$ cat src/rtl/bba_ram.sv
// ----------------------------------------------------------------------------
// bba_ram: simple dual-port synchronous RAM
// One write port, one read port, read data registered.
// ----------------------------------------------------------------------------
module bba_ram #(
  parameter int DEPTH = 64,
  parameter int WIDTH = 64,
  parameter int AW    = (DEPTH > 1) ? $clog2(DEPTH) : 1
) (
  input  logic             clk,
  input  logic             we,
  input  logic [AW-1:0]    waddr,
  input  logic [WIDTH-1:0] wdata,
  input  logic             re,
  input  logic [AW-1:0]    raddr,
  output logic [WIDTH-1:0] rdata
);

  logic [WIDTH-1:0] mem [DEPTH];
  logic [WIDTH-1:0] rdata_r;

  always_ff @(posedge clk) begin
    if (we) begin
      mem[waddr] <= wdata;
    end
    if (re) begin
      rdata_r <= mem[raddr];
    end
  end

  assign rdata = rdata_r;

endmodule

$ cat config.mk
export PLATFORM = sky130hd
export DESIGN_NAME = bba_ram
export DESIGN_NICKNAME = d
export VERILOG_FILES = /design/src/rtl/bba_ram.sv
export SDC_FILE = /design/constraint.sdc
export NUM_CORES = 2
export LEC_CHECK = 0
export BUFFER_PORTS_ARGS = -buffer_cell sky130_fd_sc_hd__buf_2
export CAP_MARGIN = 10
export CORE_UTILIZATION = 55
export DETAILED_ROUTE_END_ITERATION = 12
export PLACE_DENSITY = 0.83
export SYNTH_ARGS = -nofsm -noshare
export SYNTH_HDL_FRONTEND = slang
export SYNTH_SLANG_ARGS = --single-unit
$ cat constraint.sdc
create_clock -name clk -period 6.55 [get_ports clk]
set_clock_uncertainty 0.05 [all_clocks]
set_input_delay 0.655 -clock clk [delete_from_list [all_inputs] [get_ports clk]]
set_output_delay 0.655 -clock clk [all_outputs]
set_load 0.005 [all_outputs]
# After elaboration in Yosys (flattened, before gate mapping)
# Memories as Yosys holds them, arrays and structs flattened. A register that Yosys moved wholly into a read port is not among the register bits.
# Index checks and enable logic that the tools add are counted.
[totals] ff_bits=0 latchBits=0 ramBits=4096 mem_bits_ro=0 elab_cells=3 mem_count=1
[op_classes] addsub=0 multipliers=0 div_mod_pow=0 n_lt_le_gt_ge=0 eq_ne=0 n_shift=0 muxes=2 bitwise=0 n_reduce_logical=0
[mem_list] memory="mem" depth=64 word_bits=64 rd=1 rd_ports_with_merged_regs=1 write_ports=1 line="19" text="logic [WIDTH-1:0] mem [DEPTH];"
[ops] operator="1-bit 2-to-1 mux" count=2

# Depth between registers and ports, before layout
[logic_depth] depth_word=2 ltp_mapped=9 depth_no_buf=5

# Least setup slack after synthesis
# No wires, ideal clock.
[synth_path] path_kind="input-to-reg" start="in waddr[3]" end="mem mem[48][0] (enable)" setup_time_ps=564 t_arrival_ps=5527 t_required_ps=5936 setup_slack_ps=409 path_stages=4 n_path_buf=1 path_cell_list="clkbuf_1 > nor2b_1 > nand4b_1 > nor3_1"
[synth_lines] item="from (decl)" line="12" text="input logic [AW-1:0] waddr,"
[synth_lines] item="to (decl)" line="19"
# No word-level cell before the write port.

==> results.ini <==
[layout]
fin_cells = 11100
finish.net_count = 7054
drive_gt1_frac = 0.281
syn_to_final_growth_pct = 12.2
multi_input_comb_area_mm2 = 0.0308
fin_util = 0.622
seqCellArea_mm2 = 0.125
n_fill_cell = 16900

[yosys]
yosys.area.top_type = sky130_fd_sc_hd__edfxtp_1
yosysTopAreaCellShare = 0.796
register_bit_total_from_synthesis = 4160
dominantRegCellSynth = sky130_fd_sc_hd__edfxtp_1
post_synth_fa_ha_maj_area_fraction = 0
synth_fp_nets = 6677
post_synth_mux_area_share = 0.156
post_synth_xor_xnor_area = 0
simple_gate_fraction_of_synth_area = 0.0123
synth_enable_flop_cells = 4160
synth_compound_area_frac = 0.0247
synth_most_common_cell = sky130_fd_sc_hd__edfxtp_1
post_synth_inst_count = 6598
synth.yosys.warnings = 0
synth_top_cells_by_area = sky130_fd_sc_hd__edfxtp_1, sky130_fd_sc_hd__mux4_2, sky130_fd_sc_hd__mux2i_1
main_combinational_cell_family_by_area_after_synthesis = multiplexers
post_synth_num_cell_types = 32
avgSynthCellArea_um2 = 23.8
synth_seq_area_share = 0.796
postSynth.asyncResetShare = 0
synth.top_cells.by_count = sky130_fd_sc_hd__edfxtp_1, sky130_fd_sc_hd__mux4_2, sky130_fd_sc_hd__buf_2, sky130_fd_sc_hd__a22oi_1, sky130_fd_sc_hd__clkbuf_1
mappedNetlistArea_mm2 = 0.157

[floorplan]
floorplan.die.width_um = 536
start_util = 0.555
ios = 143
fp.dieArea_mm2 = 0.288
fp-row-count = 195
core-area_mm2 = 0.283
die_height_um = 536

[clocking]
cts_max_path_buffers = 4
clkTransAtPathRegs_ps = 60
clock-sinks = 4160
cts.repair_timing.setup_buffer_count = 0
ctsRootBufferMaster = sky130_fd_sc_hd__clkbuf_16
tritoncts = done
number_of_clock_buffers_inserted_by_tritoncts = 396
clk-insertion-delay-late_ps = 950
cts_htree_levels = 5
cts.hold.buffers_added = 0
cts_resized = 0

[worst_setup_path]
critical-path-top-delay-family = buffers and inverters
critical_path.cell_chain = buf_8 -> buf_4 -> nor2_4 -> buf_4 -> buf_4 -> a22oi_1 -> and3_1 -> a211oi_1
endpoint_kind = flip-flop
critPathRequiredTime_ps = 7150
crit_path_frequent_cell = sky130_fd_sc_hd__buf_4
worstSetupPathDepth = 8
total_buffers_and_inverters_traversed_by_the_critical_path = 4
critical_path.startpoint_type = input port
worst_ep_arrival_time_ps = 4090
critical_path_fanout_max = 63
cpMaxStageDelayCell = sky130_fd_sc_hd__buf_4
max_stage_delay_ps = 720
criticalPathCategory = input port to flip-flop
worst-r2r-cell-count = 5

[status]
run_status = finished clean

[sta]
period_minus_slack_ps = 3480
setup_total_negative_slack_ps = 0
maxSlewViolCount = 0
rsz0062_at_grt = no
timing_hold_violations_final = 0
worst_slew_margin_rel = 0.0368
timing.final.crit_share = 0.532
endpoints_failing_setup = 0
max_freq_mhz = 287
worstMarginPinSlew_ps = 1440

[pwr]
power.static_leakage_nw = 54.7
power.density_cell_area_mw_per_mm2 = 317
vdd.ir_drop.worst_mv = 0.285
p_total_mw = 55.8

[detailed_routing]
routed_via_density = 7.52
antenna_violation_net_count_after_detailed_routing = 0
drt-initial-drc-count = 16700
detailroute.via_count = 83300
post_drt_wl_per_cell_um = 44.3
postRouteWirelength_um = 490000
drtPass1Iterations = 8
drt_drc_violations_left = 0

[placed_design]
globalplace.congestion = 0.832
port-buffer-count = 142
post-place-cells = 10300
detailed_place_hpwl_um = 223000

[global_route]
maximum_number_of_pins_on_one_net_before_global_route_repair = 124
groute.usage.overall = 0.339
vias_in_the_first_global_route = 84400
grt_overflow_total = 0
grt_first_pass_wirelength_um = 666000
initial_antenna_violation_count = 40

[hold_path]
min_delay_path_depth = 1
min-delay-path-class = input port to flip-flop

[flow_run]
timing.max_cap.violations = 0

where the power goes:
group	switching [mW]	total, mW	internal (mW)
sequential	0.147	29.7	29.5
combinational	1.69	2.60	0.905
clock	10.5	23.5	13.0
logic make-up after synthesis:
family                 after synthesis
DFF                               4160
muxes                             1159
AOI/OAI and AO/OA                  504
buffers and inverters              389
and+or+nand+nor                    386
worst paths after layout:
path / end / slack, ps / startpoint
setup / recovery: rdata[55]$_DFFE_PP_ / 3070 / raddr[2]
hold / removal: rdata[29]$_DFFE_PP_ / 250 / re
setup reg to reg: rdata[55]$_DFFE_PP_ / 4040 / mem[56][55]$_DFFE_PP_
hold reg to reg: rdata[61]$_DFFE_PP_ / 880 / mem[22][61]$_DFFE_PP_
flip-flops by register name (all words and copies together), names as in the netlist:
register and count:
mem 4096, rdata 64
layout make-up:
type	count	share of cell area
sequential	4160	0.709
inverter	19	0.000405
clock buffer	470	0.0582
tap	3743	0.0266
timing repair buffer	349	0.0160
antenna	30	0.000426
clock inverter	250	0.0147
multi-input combinational	2049	0.175
per-layer routing:
metal  up-vias  share of wire  track usage
met2      9852           0.47        0.535
met1     41700           0.29        0.407
met4        20          0.086        0.232
met5         -        0.00028            0
met3      2384           0.16       0.0973
li1      29300              -            -
placed cells by master, fill, tap and decap left out, drive strengths merged, types with 3 or more instances in the layout:
| cell type | Yosys | layout |
|---|---|---|
| a22oi | 168 | 168 |
| or2 | 28 | 28 |
| o221ai | 38 | 38 |
| a2bb2oi | 19 | 19 |
| and3 | 64 | 64 |
| mux4 | 1024 | 1024 |
| o22ai | 83 | 83 |
| diode | 0 | 30 |
| edfxtp | 4160 | 4160 |
| clkbuf | 140 | 470 |
| a31oi | 18 | 18 |
| nand2 | 58 | 58 |
| bufinv | 0 | 44 |
| nand2b | 11 | 11 |
| a41oi | 26 | 26 |
| nor2 | 112 | 112 |
| clkinv | 0 | 168 |
| nand3 | 45 | 45 |
| inv | 19 | 34 |
| and2 | 3 | 3 |
| a22o | 88 | 88 |
| mux2i | 135 | 135 |
| nor2b | 28 | 28 |
| a211oi | 63 | 63 |
| buf | 230 | 349 |
| or3 | 29 | 29 |
| clkinvlp | 0 | 23 |
worst reg2reg max path: cells and delay by family (launching register included):
| kind | cells | cell delay (ps) |
|---|---|---|
| multiplexers | 2 | 780 |
| flip-flops | 1 | 420 |
| AO/OA/AOI/OAI | 3 | 860 |
metrics by stage:
step           area (um^2)  worst slack [ps]  hold slack (ps)
2_1_floorplan       157000               409              704
3_3_place_gp        163000              2500              850
3_5_place_dp        163000              2460              854
4_1_cts             176000              3260              208
5_1_grt             176000              3160              226
6_report            176000              3070              252
(Power assumes the default switching activity.)
